## src/hdl/rti_ram.sv

```systemverilog
// Generic single-port-write, single-port-read RAM with registered read data.
module rti_ram #(
	parameter int WIDTH = 8,
	parameter int DEPTH = 16
) (
	input  logic                                     clk,
	input  logic                                     we,
	input  logic [((DEPTH > 1) ? $clog2(DEPTH) : 1)-1:0] waddr,
	input  logic [WIDTH-1:0]                         wdata,
	input  logic                                     re,
	input  logic [((DEPTH > 1) ? $clog2(DEPTH) : 1)-1:0] raddr,
	output logic [WIDTH-1:0]                         rdata
);

	logic [WIDTH-1:0] mem_q [DEPTH];
	logic [WIDTH-1:0] rdata_q;

	always_ff @(posedge clk) begin
		if (we) begin
			mem_q[waddr] <= wdata;
		end
		if (re) begin
			rdata_q <= mem_q[raddr];
		end
	end

	assign rdata = rdata_q;

endmodule

```

## config.mk

```make
export PLATFORM = sky130hd
export DESIGN_NAME = rti_ram
export DESIGN_NICKNAME = d
export VERILOG_FILES = /design/src/hdl/rti_ram.sv
export SDC_FILE = /design/constraint.sdc
export NUM_CORES = 1
export LEC_CHECK = 0
export BUFFER_PORTS_ARGS = -buffer_cell sky130_fd_sc_hd__buf_2
export CORE_MARGIN = 5
export CORE_UTILIZATION = 60
export DETAILED_ROUTE_END_ITERATION = 8
export PLACE_DENSITY = 0.78
export SYNTH_ARGS = -nofsm -noshare
export SYNTH_HDL_FRONTEND = slang
export SYNTH_SLANG_ARGS = --single-unit
```

## constraint.sdc

```tcl
create_clock -name clk -period 2.4 [get_ports clk]
set_input_delay 0.12 -clock clk [delete_from_list [all_inputs] [get_ports clk]]
set_output_delay 0.12 -clock clk [all_outputs]
set_load 0.01 [all_outputs]
```

==> flow_results.org <==
** Layout
- The final layout contains 308 nets.
- Relative to the synthesized area, the layout overhead comes to 18.91%.
- Leaving out fill and tap cells, the most frequent cells in the layout are 136 x edfxtp_1, 26 x buf_2, 19 x buf_4, 18 x mux4_2.
- Share of cells above drive strength 1 :: 31.79%
- Most common library cell in the layout ignoring fill and taps :: edfxtp_1
- 0 antenna diodes ended up in the layout.

** Run
- Total of max-cap violations :: 0

** CTS
- The root buffer cell chosen for the clock tree is clkbuf_8.
- The clock passes through at most 2 buffers.
- Clock Sinks :: 136
- CTS built an H-tree with a depth of 4.
- TritonCTS built the clock tree.
- In this run, CTS created clock tree buffers numbering 17.
- After clock tree synthesis, the clock-pin slew on the worst setup and hold paths is 0.06 ns.
- The clock reaches the later pin of the worst-skew pair after 0.50 ns.

** Synth
- Synth Net Count :: 248
- Cell taking the most area after synthesis :: edfxtp_1
- Post-synthesis cell type count :: 18
- Mapped Avg Cell Area :: 22.83 sq um
- Yosys warnings :: 0
- Post-synthesis cell area :: 0.005228 sq mm
- Counting flops and latches in the post-synthesis netlist gives 136.
- Synthesis produced a netlist whose cell count is 229.
- After synthesis, flip-flops and latches occupy 78.12% of the total area.
- Top-area cell type share of the netlist area :: 78.12%
- By area the synthesized netlist is led by edfxtp_1 78%, mux4_2 7.8%, mux4_1 7.0%.

** Setup path
- Launching element type of the critical path :: register
- Cell-by-cell listing of the critical path :: mux4_2 > a22oi_1 > nand2_1
- The slowest stage of the critical path belongs to the cell mux4_2.
- Worst-path maximum fanout :: 1
- Internal reg-to-reg setup slack :: 0.83 ns
- Depth of the worst register-to-register path :: 3
- Top Family by Delay on Critical Path :: multiplexers
- Worst endpoint data arrival time :: 1.82 ns
- Data required time of the worst path :: 2.65 ns
- Delay of the slowest cell on the worst path :: 0.46 ns
- The worst setup path is of the register to register kind.
- Critical path depth in cells :: 3
- Worst setup EP type :: register
- Worst path bufs/invs :: 0

** Floorplan
- Number of top-level pins :: 27
- The die is 103.3 microns tall.
- Initial cell density of the core :: 60.83%
- The floorplan step set the die width to 103.3 microns.
- The floorplan step defined a die boundary enclosing 0.01068 sq mm.
- Area of the placeable core :: 0.008593 sq mm
- Number of core rows :: 34

** Timing
- Max Fclk :: 637.1 MHz
- Worst slack on hold paths :: 0.01464 ns
- Final Skew :: 0.004468 ns
- Setup violations remaining at the end of the flow were counted as 0.
- Tmin final :: 1.570 ns
- Final hold violations :: 0
- Headroom to the max-slew limit came out at 45.62%.
- Actual slew at the worst max-slew pin :: 0.8128 ns
- Setup repair after global routing left no endpoint under its margin.
- The final count of pins violating max slew was 0.
- The worst path uses 65.40% of the clock period.
- In the final timing run, aggregate negative setup slack is 0 ns.

** Detailed routing
- In this run, the number of DRC markers left after iteration 0 of detailed routing was 244.
- The count of nets left with antenna violations once routing finished came out at 0.
- Ratio of routed vias to standard cells :: 6.207
- The final layout contains routed wiring with a total length of 9840 microns.
- Average detailed-routed wire length per instance :: 24.00 microns
- The first detailed-routing pass took 6 iterations.
- In the routed design, unresolved DRC markers number 0.
- Via count :: 2545

** Global route
- The total overflow left after global routing is 0.
- The first global-routing pass estimated 15170 microns of wire.
- Total GRT Usage :: 20.81%
- Maximum number of pins on one net before global-route repair :: 22
- The number of antenna violations at the first check in global routing was 0.
- Number of global-route vias before repair :: 2640

** Placed design
- Count of input and output buffers :: 26
- Routability-driven placement finished with a final weighted congestion of 0.8004.
- Once detailed placement completed, the half-perimeter wirelength came to 6311 microns.

** Power and ir drop
- IR analysis of the VDD net gives a maximum drop of 0.0006537 V.
- For this design the static power due to leakage is 2.135 nW.
- PwrDens :: 885.9 mW/mm^2

** Min path
- Depth of the worst hold-timing path :: 1
- In this run the worst hold path is classified as input pin to register.

** Status
- The run finished with clean final reports.
-- registers in the layout (all words and copies together) (netlist names) --
name,flops
mem_q,128
rdata,8
-- synthesized netlist by cell type --
cell type	count
nand3b_1	2
a22oi_1	16
mux4_1	14
nand2b_1	2
nor2_1	13
nor3_1	4
and2_1	1
nand2_1	9
buf_2	3
clkdlybuf4s25_2	3
mux4_2	18
or3b_2	1
buf_4	1
nand3_1	1
edfxtp_1	136
and2b_1	1
buf_6	3
nor2b_1	1
-- layer usage --
| metal | wire length, microns | GRT usage, % |
|---|---|---|
| met1 | 3738 | 28.23 |
| met2 | 4970 | 32.99 |
| met3 | 990 | 5.567 |
| met4 | 140 | 7.669 |
| met5 | 0 | 0 |
-- worst reg2reg max path: stages, from the launching register on --
cell      delay (ns)
edfxtp_1        0.38
mux4_2          0.46
a22oi_1         0.38
nand2_1         0.10
-- layout make-up --
class	instances	area, sq um
well taps	108	135.1
multi-input cells	83	1057
flip-flops and latches	136	4084
repair buffers	51	342.8
fillers	479	2377
clock inverters	15	182.7
clock buffers	17	414.1
-- stage by stage --
stage	area (sq um)	worst slack, ns	utilization [%]	total power, mW	cells
final	6216	0.8304	72.34	5.507	410
after global routing	6216	0.7777	72.34	5.684	410
after CTS	6216	0.8408	72.34	5.533	410
after detailed placement	5569	0.5263	64.81	2.987	373
after global placement	5569	0.5130	64.81	2.975	373
after floorplan	5228	0.7871	-	2.877	229
-- worst paths after layout --
kind | startpoint | end
hold reg to reg | mem_q[14][7] | rdata[7]
hold / removal | wdata[3] | mem_q[12][3]
setup / recovery | mem_q[0][6] | rdata[6]
setup reg to reg | mem_q[0][6] | rdata[6]
-- report_power, final --
group	internal, mW	switching [mW]
registers	2.68	0.0138
logic	0.109	0.145
clock network	1.67	0.893
-- cell families (layout without fill, tap and decap cells) --
kind of cell	after synthesis	count (layout)	synth area share, %
simple gates	35	35	3.136
compound gates	16	16	2.298
mux	32	32	14.79
buf+inv	10	83	1.651
flops	136	136	78.12
-- what timing repair did --
| action | CTS | global route |
|---|---|---|
| setup endpoints to repair | 0 | 0 |
| hold buffers | 5 | 0 |
| setup buffers | 0 | 0 |
| resized for setup | 0 | 0 |
| hold endpoints to repair | 64 | 0 |
Note: power is estimated with default switching activity, not from simulation.
