--- src/hdl/rti_pkg.sv ---
// Shared types and constants of the regression tree inference block.
package rti_pkg;

	localparam logic [16:0] WEIGHT_ONE       = 17'd65536;
	localparam logic [9:0]  STEP_LIMIT_RESET = 10'd1000;

	typedef enum logic [1:0] {
		OP_NODE    = 2'd0,
		OP_FEATURE = 2'd1,
		OP_EVAL    = 2'd2
	} op_t;

	typedef enum logic {
		REG_WEIGHTED   = 1'b0,
		REG_STEP_LIMIT = 1'b1
	} reg_idx_t;

	typedef struct packed {
		logic               is_leaf;
		logic [4:0]         feat;
		logic signed [31:0] threshold;
		logic [9:0]         left;
		logic [9:0]         right;
		logic signed [31:0] mean;
		logic [16:0]        weight;
	} node_t;

	typedef struct packed {
		logic               missing;
		logic signed [31:0] value;
	} feature_t;

	typedef struct packed {
		logic mul_en;
		logic fin_en;
		logic weighted;
	} alu_ctl_t;

endpackage

--- src/hdl/rti_alu.sv ---
// Step arithmetic: weighted blend over two stages and saturating contribution update.
module rti_alu import rti_pkg::*; (
	input  logic               clk,
	input  alu_ctl_t           ctl,
	input  logic signed [31:0] mean,
	input  logic [16:0]        weight,
	input  logic signed [31:0] run,
	input  logic signed [31:0] old_sum,
	output logic signed [31:0] next_run,
	output logic signed [31:0] next_sum
);

	logic [16:0]        w_sat;
	logic signed [32:0] diff;
	logic signed [50:0] prod;
	logic signed [50:0] prod_s1;
	logic signed [31:0] mean_s1;
	logic signed [51:0] acc;
	logic signed [31:0] blend;
	logic signed [31:0] run_s2;
	logic signed [33:0] sum;

	// run + (mean - run) * w, one multiply
	always_comb begin
		w_sat = (weight > WEIGHT_ONE) ? WEIGHT_ONE : weight;
		diff  = {mean[31], mean} - {run[31], run};
		prod  = diff * $signed({1'b0, w_sat});
	end

	always_ff @(posedge clk) begin
		if (ctl.mul_en) begin
			prod_s1 <= prod;
			mean_s1 <= mean;
		end
	end

	// round half up, then floor shift
	always_comb begin
		acc   = (52'(run) <<< 16) + 52'(prod_s1) + 52'sd32768;
		blend = acc[47:16];
	end

	always_ff @(posedge clk) begin
		if (ctl.fin_en) begin
			run_s2 <= ctl.weighted ? blend : mean_s1;
		end
	end

	always_comb begin
		sum = 34'(run_s2) - 34'(run) + 34'(old_sum);
		if (sum > 34'sd2147483647) begin
			next_sum = 32'sh7fffffff;
		end else if (sum < -34'sd2147483648) begin
			next_sum = 32'sh80000000;
		end else begin
			next_sum = sum[31:0];
		end
	end

	assign next_run = run_s2;

endmodule

--- config.mk ---
export PLATFORM = sky130hd
export DESIGN_NAME = rti_alu
export DESIGN_NICKNAME = d
export VERILOG_FILES = /design/src/hdl/rti_pkg.sv /design/src/hdl/rti_alu.sv
export SDC_FILE = /design/constraint.sdc
export NUM_CORES = 2
export LEC_CHECK = 0
export ABC_AREA = 1
export BUFFER_PORTS_ARGS = -buffer_cell sky130_fd_sc_hd__buf_2
export CAP_MARGIN = 20
export CORE_MARGIN = 2
export CORE_UTILIZATION = 55
export DETAILED_ROUTE_END_ITERATION = 12
export MAX_ROUTING_LAYER = met4
export PLACE_DENSITY = 0.8
export RECOVER_POWER = 100
export SLEW_MARGIN = 20
export SYNTH_ARGS = -nofsm -noshare
export SYNTH_HDL_FRONTEND = slang
export SYNTH_SLANG_ARGS = --single-unit
--- constraint.sdc ---
create_clock -name clk -period 23.2 [get_ports clk]
set_input_delay 4.64 -clock clk [delete_from_list [all_inputs] [get_ports clk]]
set_output_delay 4.64 -clock clk [all_outputs]
set_load 0.005 [all_outputs]
==> qor.txt <==
WORST SETUP PATH
--------------------------------------------------------------------------------
Arrival time of data at the critical path endpoint                       9910 ps
Maximum fanout along the worst path                                           31
Element type at the critical path start                               input port
Endpoint kind of the worst setup timing path                          output pin
FF-to-FF path depth                                                           12
Register-to-register path setup slack                                   20170 ps
Data required time of the worst path                                    18560 ps
Crit Reg-Reg Endpoint                                               next_run[31]
Type of the setup path with the least slack                         input port to output pin
Reg-to-reg critical path startpoint                                  prod_s1[25]

FLOORPLAN
--------------------------------------------------------------------------------
Die X                                                                     237 um
I/O pin total                                                                181
Core Area                                                             53800 um^2
Area of the die                                                       56300 um^2
Starting density of the core                                               55.6%
Vertical extent of the die                                                237 um
Placement row count                                                           85

TIMING
--------------------------------------------------------------------------------
Time the final worst path needs with I/O delays and setup               14550 ps
Setup slack after layout                                                 8650 ps
Rel. slew slack                                                            -156%
Share of the clock period used by the worst path                           62.7%
Final-report setup violation count                                             0
Highest attainable clock frequency                                      68.7 MHz
Count of pins over their slew limit                                          198
Clock skew after layout                                                  10.5 ps
Setup TNS after final layout                                                0 ps
Final hold violations                                                          0
Actual transition at the worst max-transition pin                        3840 ps
Setup repair after global routing missed its margin                           no

CTS
--------------------------------------------------------------------------------
Clock Tree Buf Depth                                                           2
Skew-Pair Late Insertion Delay                                            380 ps
Clock buffers created by TritonCTS                                             9
Deepest level of the CTS H-tree                                                3
CTS hold repair buffers                                                        0
Clock-pin slew on the worst setup and hold paths                           70 ps
Quantity of gates resized following cts                                        0
Setup bufs post-CTS                                                            0
Master cell of the clock root buffer                                   clkbuf_16
TritonCTS clock tree                                                         yes
Clk sink count                                                                97

RUN
--------------------------------------------------------------------------------
Max-cap violations                                                             5

FINISH
--------------------------------------------------------------------------------
Final instance area                                                   31700 um^2
Post-layout nets                                                            4966
Fraction of final layout cells with drive strength greater than 1          5.44%
Area growth from synthesis to final layout                                 6.00%

ROUTING
--------------------------------------------------------------------------------
Detail-routed via count per cell                                            5.49
Number of nets still failing antenna checks after routing                      0
Pre-Repair DR Iteration Count                                                  6
Routed via count                                                           26324
Detailed router's first-iteration violation count                           2067
Number of design rule violations left after detail routing                     0
Total wirelength of the detailed-routed design                          93500 um
Routed wirelength normalized by instance count                           19.5 um

OUTCOME
--------------------------------------------------------------------------------
Status                                                              finished, violations left
Failing checks                                                      max-capacitance violations, max-slew violations

GLOBAL ROUTE
--------------------------------------------------------------------------------
GRT overflow                                                                   0
Via count of the first global-routing pass                                 27467
Overall track demand over capacity in global routing                       35.1%
Maximum number of pins on one net before global-route repair                  66
First-pass GRT wire length                                             147000 um
Antenna violations before repair                                               2

SYNTH
--------------------------------------------------------------------------------
Mean area per synthesized cell                                         7.54 um^2
Number of nets in the synthesized netlist                                   4837
Netlist cell types                                                            50
Synthesized flop and latch total                                              97
Syn. warnings                                                                  0
Cell area after synthesis                                             29900 um^2
Synth Instances                                                             3965
FFs w/ async S/R, synth                                                       0%
Dominant synthesized flop cell                                          edfxtp_1
Number of enable-type register cells in the synthesized netlist               97
Sequential cell area fraction in the yosys report                          9.74%

PLACE
--------------------------------------------------------------------------------
Post-detailed-placement cell area                                     31500 um^2
Post-placement setup slack                                              10280 ps
Final weighted congestion in routability-driven placement                   1.01
Half-perimeter wire length after detailed placement                     79400 um
Port Buf Inserts                                                             180

MIN PATH
--------------------------------------------------------------------------------
Hold Path Depth                                                                2
Worst min path class                                                flop to flop
Destination of the worst hold path                                  next_run[26]
Worst Hold Launch                                                    mean_s1[26]

final cells by class:
cell class / instances / area [um^2]
clock inverter: 7 / 100
multi-input combinational: 2729 / 22600
antenna: 2 / 5.00
fill: 4968 / 22100
timing repair buffer: 205 / 1010
sequential: 97 / 2910
clock buffer: 9 / 225
inverter: 1052 / 3950
tap: 696 / 871
cells in the final DEF, fill, tap and decap left out, types with 10 or more instances in the layout:
master and instances:
buf_4 23, o21bai_1 21, ha_1 207, o21ai_0 86, clkbuf_1 62, a21o_1 18
o211ai_1 11, fa_1 548, or2_1 10, nor2_1 501, nand2_1 807, a21oi_1 144
inv_1 1043, xnor2_1 33, nor3_1 18, xor2_1 54, buf_2 120, or2_2 19
edfxtp_1 97, nor4_1 10, a31oi_1 26, nand3_1 129, o21a_1 11, nand4_1 19
per-stage QoR:
step | cells | util [%] | hold slack (ps)
6_report | 4797 | 58.9 | 519
5_1_grt | 4797 | 58.9 | 537
4_1_cts | 4795 | 59.1 | 522
3_5_place_dp | 4779 | 58.5 | 504
3_3_place_gp | 4779 | 58.5 | 503
2_1_floorplan | 3965 | - | 495
worst max-delay path: stages:
cell and delay (ps):
clkbuf_1 150, fa_1 560, inv_1 40, ha_1 340, a21oi_1 210, o21ai_0 200, a21oi_1 350, nand2_1 230
nand3_1 150, nand2_1 60, nand2_1 60, nand2_1 60, o21ai_0 2420, nand2_1 210, clkbuf_1 210
cells by family after synthesis:
logic type | after synthesis | share of synthesized area (%)
AO/OA/AOI/OAI | 332 | 6.41
XOR/XNOR | 97 | 2.99
adder cells (fa/ha/maj) | 755 | 45.3
buffers and inverters | 1139 | 14.6
flip-flops | 97 | 9.74
AND/OR/NAND/NOR | 1545 | 20.9
how the worst max path moves through the flow:
stage          depth (start not counted)  slack [ps]  startpoint            to
2_1_floorplan                         19       11700  old_sum[1]  next_sum[10]
3_5_place_dp                          15       10280     run[15]   next_sum[0]
5_1_grt                               15        8090     run[13]  next_sum[23]
6_report                              15        8650     run[13]   next_sum[0]
4_1_cts                               15       10270     run[15]   next_sum[0]
3_3_place_gp                          15       10330     run[15]   next_sum[2]
Yosys cell counts (7+ instances only):
cell type | n | area share [%]
ha_1 | 207 | 8.7
nor4_1 | 9 | 0.19
nor2_1 | 503 | 6.3
or2_1 | 10 | 0.21
fa_1 | 548 | 37
nand3_1 | 129 | 2.2
xnor2_1 | 34 | 1.0
buf_2 | 20 | 0.33
o21bai_1 | 21 | 0.53
edfxtp_1 | 97 | 9.7
nand4_1 | 19 | 0.40
xor2_1 | 57 | 1.7
nand2_2 | 12 | 0.25
clkbuf_1 | 49 | 0.61
a21o_1 | 18 | 0.45
buf_4 | 7 | 0.18
o211ai_1 | 10 | 0.25
inv_1 | 1043 | 13
a31oi_1 | 26 | 0.54
o21ai_0 | 85 | 1.4
nor3_1 | 18 | 0.30
a21oi_1 | 144 | 2.4
or2_2 | 19 | 0.40
nand2_1 | 804 | 10
inv_2 | 8 | 0.10
o21a_1 | 11 | 0.28
routing by layer:
metal	wire (um)	GRT usage, %	vias up
li1	-	-	11985
met5	0	-	-
met2	44700	58.1	1340
met4	5780	18.9	0
met1	35400	41.5	12633
met3	7670	5.32	366
state kept, by name, summed over array words and instances, names as in the netlist:
| name | count |
|---|---|
| next_run | 32 |
| prod_s1 | 33 |
| mean_s1 | 32 |
Power is not shown: default switching activity piles up to over one toggle a cycle in this logic, so the estimate is an artifact.
